===== config.mk =====
export PLATFORM = sky130hd
export DESIGN_NAME = lru_key_value_cache_unit_flat
export DESIGN_NICKNAME = d
export VERILOG_FILES = /design/src/lkvc_pkg.sv /design/src/lkvc_req_if.sv /design/src/lkvc_rsp_if.sv /design/src/lkvc_ctrl.sv /design/src/lkvc_datapath.sv /design/src/lru_key_value_cache_unit.sv /design/src/flat_wrapper.sv
export SDC_FILE = /design/constraint.sdc
export NUM_CORES = 1
export LEC_CHECK = 0
export BUFFER_PORTS_ARGS = -buffer_cell sky130_fd_sc_hd__buf_2
export CAP_MARGIN = 10
export CORE_MARGIN = 4
export CORE_UTILIZATION = 50
export CTS_CLUSTER_SIZE = 28
export DETAILED_ROUTE_END_ITERATION = 6
export PLACE_DENSITY = 0.66
export SYNTH_ARGS = -nofsm -noshare
export SYNTH_HDL_FRONTEND = slang
export SYNTH_HIERARCHICAL = 1
export SYNTH_SLANG_ARGS = --single-unit

===== constraint.sdc =====
create_clock -name clk -period 10.7 [get_ports clk]
set_clock_uncertainty 0.1 [all_clocks]
set_input_delay 0.535 -clock clk [delete_from_list [all_inputs] [get_ports clk]]
set_output_delay 0.535 -clock clk [all_outputs]
set_load 0.05 [all_outputs]

===== src/lkvc_pkg.sv =====
// shared types and constants for the lru key-value cache
package lkvc_pkg;

  // fixed field widths
  localparam int LOOKUP_KEY_W = 16;
  localparam int VALUE_W      = 32;
  localparam int CAP_W        = 5;

  // default sizing
  localparam int DEF_ENTRIES  = 16;
  localparam int DEF_KEY_BITS = 16;

  // configuration register map
  localparam int PADDR_W      = 3;
  localparam int PDATA_W      = 32;
  localparam logic REG_CAPACITY = 1'b0;
  localparam logic [CAP_W-1:0] CAPACITY_RESET = CAP_W'(16);

  // request opcodes
  localparam logic OP_GET = 1'b0;
  localparam logic OP_SET = 1'b1;

  // controller states
  typedef enum logic [2:0] {
    ST_IDLE,
    ST_SCAN,
    ST_DECIDE,
    ST_UPDATE,
    ST_DONE
  } lkvc_state_t;

  // controller to datapath commands
  typedef struct packed {
    logic capture;      // latch the accepted request, clear search results
    logic sweep_start;  // start a pass over all entries
    logic upd_phase;    // pass in progress rewrites recency ranks
    logic decide;       // apply the lookup outcome
    logic load_rsp;     // move the result into the output register
  } lkvc_cmd_t;

  // datapath to controller status
  typedef struct packed {
    logic sweep_done;   // last entry of a pass handled this cycle
    logic need_update;  // recency ranks change for this request
    logic rsp_free;     // output register can take a result
  } lkvc_status_t;

endpackage


===== src/lkvc_req_if.sv =====
// request channel: op, key and value with valid/ready
interface lkvc_req_if;
  logic                                valid;
  logic                                ready;
  logic                                op;
  logic [lkvc_pkg::LOOKUP_KEY_W-1:0]   lookup_key;
  logic signed [lkvc_pkg::VALUE_W-1:0] store_value;

  modport source (output valid, output op, output lookup_key, output store_value,
                  input ready);
  modport sink (input valid, input op, input lookup_key, input store_value,
                output ready);
endinterface


===== src/lkvc_rsp_if.sv =====
// response channel: found flag and value with valid/ready
interface lkvc_rsp_if;
  logic                                valid;
  logic                                ready;
  logic                                found;
  logic signed [lkvc_pkg::VALUE_W-1:0] read_value;

  modport source (output valid, output found, output read_value, input ready);
  modport sink (input valid, input found, input read_value, output ready);
endinterface


===== src/lkvc_ctrl.sv =====
// request sequencer: accept, scan, decide, rank update when needed, respond
module lkvc_ctrl (
  input  logic                   clk,
  input  logic                   rst,
  input  logic                   req_valid,
  output logic                   req_ready,
  input  lkvc_pkg::lkvc_status_t status,
  output lkvc_pkg::lkvc_cmd_t    cmd
);
  import lkvc_pkg::*;

  lkvc_state_t state;
  lkvc_state_t state_next;

  // state register
  always_ff @(posedge clk) begin
    if (rst) begin
      state <= ST_IDLE;
    end else begin
      state <= state_next;
    end
  end

  // next state and commands
  always_comb begin
    state_next      = state;
    req_ready       = 1'b0;
    cmd             = '0;
    case (state)
      ST_IDLE: begin
        req_ready = 1'b1;
        if (req_valid) begin
          cmd.capture     = 1'b1;
          cmd.sweep_start = 1'b1;
          state_next      = ST_SCAN;
        end
      end
      ST_SCAN: begin
        if (status.sweep_done) begin
          state_next = ST_DECIDE;
        end
      end
      ST_DECIDE: begin
        cmd.decide = 1'b1;
        if (status.need_update) begin
          cmd.sweep_start = 1'b1;
          state_next      = ST_UPDATE;
        end else begin
          state_next = ST_DONE;
        end
      end
      ST_UPDATE: begin
        cmd.upd_phase = 1'b1;
        if (status.sweep_done) begin
          state_next = ST_DONE;
        end
      end
      ST_DONE: begin
        if (status.rsp_free) begin
          cmd.load_rsp = 1'b1;
          state_next   = ST_IDLE;
        end
      end
      default: begin
        state_next = ST_IDLE;
      end
    endcase
  end

endmodule


===== src/lkvc_datapath.sv =====
// entry storage, associative search by sweep, recency update and output register
module lkvc_datapath #(
  parameter int ENTRIES  = lkvc_pkg::DEF_ENTRIES,
  parameter int KEY_BITS = lkvc_pkg::DEF_KEY_BITS
) (
  input  logic                                clk,
  input  logic                                rst,
  input  lkvc_pkg::lkvc_cmd_t                 cmd,
  output lkvc_pkg::lkvc_status_t              status,
  input  logic [lkvc_pkg::CAP_W-1:0]          capacity,
  input  logic                                op,
  input  logic [lkvc_pkg::LOOKUP_KEY_W-1:0]   lookup_key,
  input  logic signed [lkvc_pkg::VALUE_W-1:0] store_value,
  input  logic                                rsp_ready,
  output logic                                rsp_valid,
  output logic                                found,
  output logic signed [lkvc_pkg::VALUE_W-1:0] read_value
);
  import lkvc_pkg::*;

  localparam int IDX_W = (ENTRIES > 1) ? $clog2(ENTRIES) : 1;
  localparam int CNT_W = $clog2(ENTRIES + 1);
  localparam int CW    = (CNT_W > CAP_W) ? CNT_W : CAP_W;
  localparam int KW    = (KEY_BITS < LOOKUP_KEY_W) ? KEY_BITS : LOOKUP_KEY_W;
  localparam logic [IDX_W-1:0] LAST_IDX = IDX_W'(ENTRIES - 1);

  // storage
  logic [KW-1:0]      key_mem   [ENTRIES];
  logic [VALUE_W-1:0] value_mem [ENTRIES];
  logic [IDX_W-1:0]   rank_mem  [ENTRIES];
  logic [ENTRIES-1:0] entry_valid;
  logic [CNT_W-1:0]   occupancy;

  // latched request
  logic               req_op;
  logic [KW-1:0]      req_key;
  logic [VALUE_W-1:0] req_value;

  // sweep address and read stage
  logic               sweep_on;
  logic [IDX_W-1:0]   sweep_idx;
  logic               pipe_on;
  logic [IDX_W-1:0]   pipe_idx;
  logic [KW-1:0]      key_q;
  logic [IDX_W-1:0]   rank_q;
  logic [VALUE_W-1:0] value_q;

  // search results
  logic               hit_found;
  logic [IDX_W-1:0]   hit_idx;
  logic [IDX_W-1:0]   hit_rank;
  logic [IDX_W-1:0]   free_idx;
  logic               free_found;
  logic               vic_found;
  logic [IDX_W-1:0]   vic_idx;
  logic [IDX_W-1:0]   vic_rank;

  // decision results
  logic [IDX_W-1:0]   tgt_idx;
  logic [CNT_W-1:0]   old_rank;
  logic               res_found;

  // decision logic
  logic [CW-1:0]      cap_ext;
  logic [CW-1:0]      eff_cap;
  logic               has_room;
  logic               wr_en;
  logic               ins_en;
  logic [IDX_W-1:0]   dec_idx;
  logic [CNT_W-1:0]   dec_old;
  logic [IDX_W-1:0]   new_rank;
  logic               pipe_valid;

  // request capture
  always_ff @(posedge clk) begin
    if (cmd.capture) begin
      req_op    <= op;
      req_key   <= lookup_key[KW-1:0];
      req_value <= store_value;
    end
  end

  // sweep counter over all entries
  always_ff @(posedge clk) begin
    if (rst) begin
      sweep_on <= 1'b0;
      pipe_on  <= 1'b0;
    end else begin
      pipe_on <= sweep_on;
      if (cmd.sweep_start) begin
        sweep_on <= 1'b1;
      end else if (sweep_on && sweep_idx == LAST_IDX) begin
        sweep_on <= 1'b0;
      end
    end
  end

  always_ff @(posedge clk) begin
    pipe_idx <= sweep_idx;
    if (cmd.sweep_start) begin
      sweep_idx <= '0;
    end else if (sweep_on && sweep_idx != LAST_IDX) begin
      sweep_idx <= sweep_idx + IDX_W'(1);
    end
  end

  // registered reads of key and rank at the sweep address
  always_ff @(posedge clk) begin
    key_q  <= key_mem[sweep_idx];
    rank_q <= rank_mem[sweep_idx];
  end

  assign pipe_valid = entry_valid[pipe_idx];

  // scan: first match, first free slot, least recent entry
  always_ff @(posedge clk) begin
    if (cmd.capture) begin
      hit_found  <= 1'b0;
      free_found <= 1'b0;
      vic_found  <= 1'b0;
    end else if (pipe_on && !cmd.upd_phase) begin
      if (pipe_valid && key_q == req_key && !hit_found) begin
        hit_found <= 1'b1;
        hit_idx   <= pipe_idx;
        hit_rank  <= rank_q;
      end
      if (!pipe_valid && !free_found) begin
        free_found <= 1'b1;
        free_idx   <= pipe_idx;
      end
      if (pipe_valid && (!vic_found || rank_q > vic_rank)) begin
        vic_found <= 1'b1;
        vic_idx   <= pipe_idx;
        vic_rank  <= rank_q;
      end
    end
  end

  // effective capacity: zero acts as one, saturate at the entry count
  assign cap_ext  = CW'(capacity);
  assign eff_cap  = (capacity == '0) ? CW'(1) :
                    ((cap_ext > CW'(ENTRIES)) ? CW'(ENTRIES) : cap_ext);
  assign has_room = CW'(occupancy) < eff_cap;

  // target slot and promotion threshold for this request
  always_comb begin
    wr_en   = 1'b0;
    ins_en  = 1'b0;
    dec_idx = hit_idx;
    dec_old = CNT_W'(hit_rank);
    if (req_op == OP_SET) begin
      wr_en = 1'b1;
      if (!hit_found) begin
        if (has_room) begin
          ins_en  = free_found;
          dec_idx = free_idx;
          dec_old = occupancy;
        end else begin
          dec_idx = vic_idx;
          dec_old = CNT_W'(vic_rank);
        end
      end
    end
  end

  // apply the decision: key/value write, slot allocation, hit value read
  always_ff @(posedge clk) begin
    if (cmd.decide) begin
      value_q <= value_mem[hit_idx];
      if (wr_en) begin
        value_mem[dec_idx] <= req_value;
        if (!hit_found) begin
          key_mem[dec_idx] <= req_key;
        end
      end
      tgt_idx   <= dec_idx;
      old_rank  <= dec_old;
      res_found <= (req_op == OP_GET) && hit_found;
    end
  end

  always_ff @(posedge clk) begin
    if (rst) begin
      entry_valid <= '0;
      occupancy   <= '0;
    end else if (cmd.decide && ins_en) begin
      entry_valid[dec_idx] <= 1'b1;
      occupancy            <= occupancy + CNT_W'(1);
    end
  end

  // rank rewrite: target becomes most recent, more recent entries age by one
  always_comb begin
    new_rank = rank_q;
    if (pipe_idx == tgt_idx) begin
      new_rank = '0;
    end else if (pipe_valid && CNT_W'(rank_q) < old_rank) begin
      new_rank = rank_q + IDX_W'(1);
    end
  end

  always_ff @(posedge clk) begin
    if (pipe_on && cmd.upd_phase) begin
      rank_mem[pipe_idx] <= new_rank;
    end
  end

  // output register
  always_ff @(posedge clk) begin
    if (rst) begin
      rsp_valid <= 1'b0;
    end else if (cmd.load_rsp) begin
      rsp_valid <= 1'b1;
    end else if (rsp_ready) begin
      rsp_valid <= 1'b0;
    end
  end

  always_ff @(posedge clk) begin
    if (cmd.load_rsp) begin
      found      <= res_found;
      read_value <= res_found ? value_q : '0;
    end
  end

  // status to the controller
  assign status.sweep_done  = pipe_on && pipe_idx == LAST_IDX;
  assign status.need_update = (req_op == OP_SET) || hit_found;
  assign status.rsp_free    = !rsp_valid || rsp_ready;

endmodule


===== src/lru_key_value_cache_unit.sv =====
// lru key-value cache: top level with configuration port and channel wiring
// get hit and set make two passes over the entries, a scan and a rank update;
//   get miss makes the scan pass only; each pass handles one entry a cycle
// one transaction at a time: a new request is taken only after the last result is loaded
//   into the output register, once that register is free
// reset: synchronous; clears valid bits, occupancy and control, capacity back to 16
module lru_key_value_cache_unit #(
  parameter int ENTRIES  = lkvc_pkg::DEF_ENTRIES,
  parameter int KEY_BITS = lkvc_pkg::DEF_KEY_BITS
) (
  input  logic                            clk,
  input  logic                            rst,
  lkvc_req_if.sink                        req,
  lkvc_rsp_if.source                      rsp,
  input  logic                            psel,
  input  logic                            penable,
  input  logic                            pwrite,
  input  logic [lkvc_pkg::PADDR_W-1:0]    paddr,
  input  logic [lkvc_pkg::PDATA_W-1:0]    pwdata,
  output logic [lkvc_pkg::PDATA_W-1:0]    prdata,
  output logic                            pready
);
  import lkvc_pkg::*;

  logic [CAP_W-1:0] capacity;
  lkvc_cmd_t        cmd;
  lkvc_status_t     status;

  // capacity register
  always_ff @(posedge clk) begin
    if (rst) begin
      capacity <= CAPACITY_RESET;
    end else if (psel && penable && pwrite && paddr[2] == REG_CAPACITY) begin
      capacity <= pwdata[CAP_W-1:0];
    end
  end

  // register readback
  assign pready = 1'b1;
  assign prdata = (paddr[2] == REG_CAPACITY) ? PDATA_W'(capacity) : '0;

  // controller
  lkvc_ctrl u_ctrl (
    .clk       (clk),
    .rst       (rst),
    .req_valid (req.valid),
    .req_ready (req.ready),
    .status    (status),
    .cmd       (cmd)
  );

  // datapath
  lkvc_datapath #(
    .ENTRIES  (ENTRIES),
    .KEY_BITS (KEY_BITS)
  ) u_datapath (
    .clk         (clk),
    .rst         (rst),
    .cmd         (cmd),
    .status      (status),
    .capacity    (capacity),
    .op          (req.op),
    .lookup_key  (req.lookup_key),
    .store_value (req.store_value),
    .rsp_ready   (rsp.ready),
    .rsp_valid   (rsp.valid),
    .found       (rsp.found),
    .read_value  (rsp.read_value)
  );

  // one transaction in flight at a time
  a_single_item: assert property (@(posedge clk) disable iff (rst)
    (req.valid && req.ready) |=> !req.ready)
    else $error("request accepted while another is in progress");

  // a result is loaded only into a free output register
  a_no_overwrite: assert property (@(posedge clk) disable iff (rst)
    cmd.load_rsp |-> (!rsp.valid || rsp.ready))
    else $error("result loaded over a pending response");

  // a response appears only after the controller loads one
  a_rsp_source: assert property (@(posedge clk) disable iff (rst)
    $rose(rsp.valid) |-> $past(cmd.load_rsp))
    else $error("response valid without a load");

endmodule


===== src/flat_wrapper.sv =====
// flat-port wrapper written by rule: the top's interface ports become plain ports
module lru_key_value_cache_unit_flat import lkvc_pkg::*;
#(
  parameter int ENTRIES  = lkvc_pkg::DEF_ENTRIES,
  parameter int KEY_BITS = lkvc_pkg::DEF_KEY_BITS
)
  (clk, rst, psel, penable, pwrite, paddr, pwdata, prdata, pready, req_valid, req_op, req_lookup_key, req_store_value, req_ready, rsp_valid, rsp_found, rsp_read_value, rsp_ready);
  lkvc_req_if req_i ();
  lkvc_rsp_if rsp_i ();
  input  logic clk;
  input  logic rst;
  input  logic psel;
  input  logic penable;
  input  logic pwrite;
  input  logic [lkvc_pkg::PADDR_W-1:0] paddr;
  input  logic [lkvc_pkg::PDATA_W-1:0] pwdata;
  output logic [lkvc_pkg::PDATA_W-1:0] prdata;
  output logic pready;
  input wire logic [$bits(req_i.valid)-1:0] req_valid;
  input wire logic [$bits(req_i.op)-1:0] req_op;
  input wire logic [$bits(req_i.lookup_key)-1:0] req_lookup_key;
  input wire logic [$bits(req_i.store_value)-1:0] req_store_value;
  output wire logic [$bits(req_i.ready)-1:0] req_ready;
  output wire logic [$bits(rsp_i.valid)-1:0] rsp_valid;
  output wire logic [$bits(rsp_i.found)-1:0] rsp_found;
  output wire logic [$bits(rsp_i.read_value)-1:0] rsp_read_value;
  input wire logic [$bits(rsp_i.ready)-1:0] rsp_ready;
  assign req_i.valid = req_valid;
  assign req_i.op = req_op;
  assign req_i.lookup_key = req_lookup_key;
  assign req_i.store_value = req_store_value;
  assign req_ready = req_i.ready;
  assign rsp_valid = rsp_i.valid;
  assign rsp_found = rsp_i.found;
  assign rsp_read_value = rsp_i.read_value;
  assign rsp_i.ready = rsp_ready;
  lru_key_value_cache_unit #(.ENTRIES(ENTRIES), .KEY_BITS(KEY_BITS)) u_core (.clk(clk), .rst(rst), .req(req_i), .rsp(rsp_i), .psel(psel), .penable(penable), .pwrite(pwrite), .paddr(paddr), .pwdata(pwdata), .prdata(prdata), .pready(pready));
endmodule

==> metrics <==
longest individual stage delay on the worst path=630 ps; count of flip-flops with a built-in enable after synthesis=976; fraction of registers with async set or reset after synthesis=0; worst ir drop on vdd=158 µV; vias after detailed routing=18,379; Detail Route Antenna Nets=0; setup repair after global routing missed its margin=no; highest attainable clock frequency=0.221 GHz; fraction of the core area covered by cells at the end of the flow=0.585; primary flip-flop cell chosen by synthesis mapping=sky130_fd_sc_hd__edfxtp_1; warning count from the yosys run=6; startpoint of the worst register-to-register path=u_core/capacity[4]; net total in the final layout=2,113; internal power summed over all cells=6.91 mW; required time of the critical path=10,900 ps; detailed-route DRC error count=0; launching instance or port of the critical path=u_core/capacity[4]; half-perimeter wire length of the detailed placement result=43.5 mm; run status=completed; top fanout value on the critical path=21; kind of end point of the critical path=flop; class of the most critical hold timing path=in2reg; Avg WL per Cell=26.7 µm; clock net sink count=1,039; clock latency reported for the late side of the worst-skew pair=670 ps; post-synthesis sequential area ratio=0.774; power share of the sequential group=0.529; Detail Route met2 WL=41.2 mm; Pre-Repair DR Iteration Count=5; transition time of the tightest slew-check pin=1230 ps; cells traversed along the worst timing path=inv_1, ha_1, a21oi_2, nand2_1, o311a_1, o211ai_2, nand4_1, nor2_4, buf_4; synthesized area=39,500 µm²; met1 wire length=35.1 mm; Die W=289 µm; initial core utilization=0.508; root buffer cell=sky130_fd_sc_hd__clkbuf_16; met3 wire length=6.33 mm; CP arrival=4730 ps; total net switching power=1.80 mW; setup bufs post-CTS=0; count of port buffers added during placement=101; crit share post-route=0.423; final number of hold-violating endpoints=0; synthesized instance count=1,786; DRC marker count from the first detailed-route iteration=1,998; pin count of the biggest net entering global routing=129; Routability Congestion=0.782; fraction of power spent switching nets=0.207; wire length of the first global-routing pass=125 mm; number of placement rows=102; number of global-route vias before repair=19,176; leakage power summed over all cells=14.5 nW; combinational group share of total power=0.041; vias per inst=5.85; layout cells sized above 1=0.300; register-to-register setup slack=6170 ps; die boundary height=289 µm; die outline area=83,600 µm²; crit path max-delay cell type=sky130_fd_sc_hd__nor2_4; count of different cell masters after synthesis=61; Post-Syn Area per Cell=22.1 µm²; Worst Setup EP=u_core/u_datapath/value_mem[5][6]; CTS H-tree depth=3; clock tree from TritonCTS=yes; count of antenna diodes in the layout=0; total power divided by cell area=191 nW/µm²; worst setup path class=reg2reg; maximum root-to-sink buffer count=3; Core Footprint=77,800 µm²; worst reg2reg endpoint=u_core/u_datapath/value_mem[5][6]; slew margin rel.=0.171; Setup crit start kind=flop; shortest clock period the worst path allows after layout=4530 ps; flop and latch count out of synthesis=1,039; aggregate routed wire length=84.0 mm; uppermost routed layer=met4; max-slew violations=0; total of cells resized after clock tree synthesis=0; GRT Residual Overflow=0; final hold slack=53.1 ps; Setup Viol. Count Final=0; final setup TNS=0 ps; Clock transition at path regs=60 ps; clock share of power=0.430; r2r worst-path depth=9; Max Cap Violations=0; initial antenna violation count=1; growth of design area from synthesis to finish=15.2%; top-level I/O count=159; cts bufs inserted=105; overall global routing resource usage=0.205
what timing repair did:
item | 4_1_cts | 5_1_grt
hold endpoints to repair | 52 | 0
hold buffers | 52 | 0
endpoints found under the setup margin | 0 | 0
power groups by stage:
stage / Combinational (mW) / Sequential (mW) / Clock (mW)
after floorplan: 0.294 / 4.63 / 0
after global placement: 0.335 / 4.68 / 0
after detailed placement: 0.343 / 4.69 / 0
after CTS: 0.359 / 4.61 / 3.83
after global routing: 0.382 / 4.62 / 4.01
final: 0.355 / 4.61 / 3.75
layer usage:
layer,global-route usage,vias up
li1,-,7778
met1,0.301,9761
met2,0.327,741
met3,0.0367,99
met4,0.0470,0
met5,0,-
layout by cell type (no fill, tap or decap), types with 22 or more instances in the layout:
cell	synthesis	layout
sky130_fd_sc_hd__clkbuf_16	0	106
sky130_fd_sc_hd__clkinv_1	0	22
sky130_fd_sc_hd__xor2_1	23	23
sky130_fd_sc_hd__inv_1	34	34
sky130_fd_sc_hd__dfxtp_1	63	59
sky130_fd_sc_hd__dlygate4sd3_1	0	52
sky130_fd_sc_hd__conb_1	2	28
sky130_fd_sc_hd__buf_4	31	45
sky130_fd_sc_hd__edfxtp_1	976	976
sky130_fd_sc_hd__mux4_2	265	265
sky130_fd_sc_hd__nand2_1	24	24
sky130_fd_sc_hd__and2_1	35	34
sky130_fd_sc_hd__buf_2	20	101
sky130_fd_sc_hd__nor2_1	53	35
synth_stat cells (2+ instances only):
library cell,n,area (µm²)
sky130_fd_sc_hd__edfxtp_1,976,29300
sky130_fd_sc_hd__mux4_2,265,5970
sky130_fd_sc_hd__dfxtp_1,63,1260
sky130_fd_sc_hd__nor2_1,53,199
sky130_fd_sc_hd__clkbuf_1,38,143
sky130_fd_sc_hd__and2_1,35,219
sky130_fd_sc_hd__inv_1,34,128
sky130_fd_sc_hd__buf_4,31,233
sky130_fd_sc_hd__nand2_1,24,90.1
sky130_fd_sc_hd__xor2_1,23,201
sky130_fd_sc_hd__buf_2,20,100
sky130_fd_sc_hd__nand2b_1,19,119
sky130_fd_sc_hd__buf_1,18,67.6
sky130_fd_sc_hd__mux2i_1,16,160
sky130_fd_sc_hd__nor2b_1,15,93.8
sky130_fd_sc_hd__ha_1,14,175
sky130_fd_sc_hd__nor3_1,14,70.1
sky130_fd_sc_hd__o32ai_1,12,105
sky130_fd_sc_hd__a21oi_1,10,50.1
sky130_fd_sc_hd__o21ai_0,10,50.1
sky130_fd_sc_hd__nor4_1,9,56.3
sky130_fd_sc_hd__nand4_1,8,50.1
sky130_fd_sc_hd__a21o_1,7,52.6
sky130_fd_sc_hd__or3_1,7,43.8
sky130_fd_sc_hd__and2b_2,6,52.6
sky130_fd_sc_hd__nand3_1,6,30.0
sky130_fd_sc_hd__o22ai_1,4,25.0
sky130_fd_sc_hd__buf_6,3,33.8
sky130_fd_sc_hd__nand3b_1,3,22.5
sky130_fd_sc_hd__nor3b_1,3,22.5
sky130_fd_sc_hd__or2_2,3,18.8
sky130_fd_sc_hd__a2111oi_0,2,17.5
sky130_fd_sc_hd__and3_1,2,12.5
sky130_fd_sc_hd__and4b_1,2,20.0
sky130_fd_sc_hd__conb_1,2,7.51
sky130_fd_sc_hd__nand4b_1,2,17.5
sky130_fd_sc_hd__o211ai_2,2,25.0
sky130_fd_sc_hd__xnor2_1,2,17.5
flip-flops by register name (all words and copies together) (netlist names), 5 cells and up:
register / count
u_core/u_datapath/value_mem: 512
u_core/u_datapath/key_mem: 256
u_core/u_datapath/rank_mem: 64
u_core/u_datapath/read_value: 32
u_core/u_datapath/req_value: 32
u_core/u_datapath/value_q: 32
u_core/u_datapath/entry_valid: 16
u_core/u_datapath/key_q: 16
u_core/u_datapath/req_key: 16
u_core/capacity: 5
u_core/u_datapath/occupancy: 5
u_core/u_datapath/old_rank: 5
kinds of logic (layout without fill, tap and decap cells):
kind of cell               after synthesis  after routing  synth area share
muxes                                  283            283             0.156
and+or+nand+nor                        217            217            0.0301
xor gates and xnor gates                25             25           0.00554
other                                    2             28          0.000190
adders and majority gates               14             14           0.00443
buffers and inverters                  145            433            0.0179
AOI/OAI and AO/OA                       61             61            0.0126
DFF                                   1039           1039             0.774
metrics by stage:
step                      instances  power (mW)  cell area [µm²]  setup WS (ps)
after global placement         2888        5.02            41400           6240
after CTS                      3139        8.79            45500           6190
after detailed placement       2888        5.04            41400           6220
after floorplan                1812        4.93            39600           4970
after global routing           3140        9.01            45500           5920
final                          3140        8.71            45500           6170
final cells by class:
type / instances / area, µm²
flip-flops and latches: 1039 / 30600
repair buffers: 199 / 1380
clock inverters: 66 / 793
inverters: 35 / 131
fillers: 5510 / 32300
well taps: 1040 / 1300
multi-input cells: 628 / 8500
clock buffers: 133 / 2820
worst max-delay path, delay by kind of cell (launching register included):
| kind | cells | cell delay, ps |
|---|---|---|
| buffers and inverters | 2 | 630 |
| AND/OR/NAND/NOR | 3 | 1410 |
| adder cells (fa/ha/maj) | 1 | 380 |
| AO/OA/AOI/OAI | 3 | 1230 |
| flip-flops | 1 | 390 |
worst min-delay path by stage:
| stage | start | endpoint | slack (ps) | cells past startpoint |
|---|---|---|---|---|
| after global placement | u_core/u_datapath/entry_valid[3] | u_core/u_datapath/entry_valid[3] | 340 | 2 |
| after global routing | pwdata[3] | u_core/capacity[3] | 30 | 3 |
| after CTS | pwdata[3] | u_core/capacity[3] | 10 | 3 |
| final | pwdata[3] | u_core/capacity[3] | 50 | 3 |
| after floorplan | u_core/u_datapath/sweep_idx[3] | u_core/u_datapath/pipe_idx[3] | 230 | 0 |
| after detailed placement | u_core/u_datapath/entry_valid[2] | u_core/u_datapath/entry_valid[2] | 350 | 2 |
No activity file was read; power rests on OpenSTA's default activity.
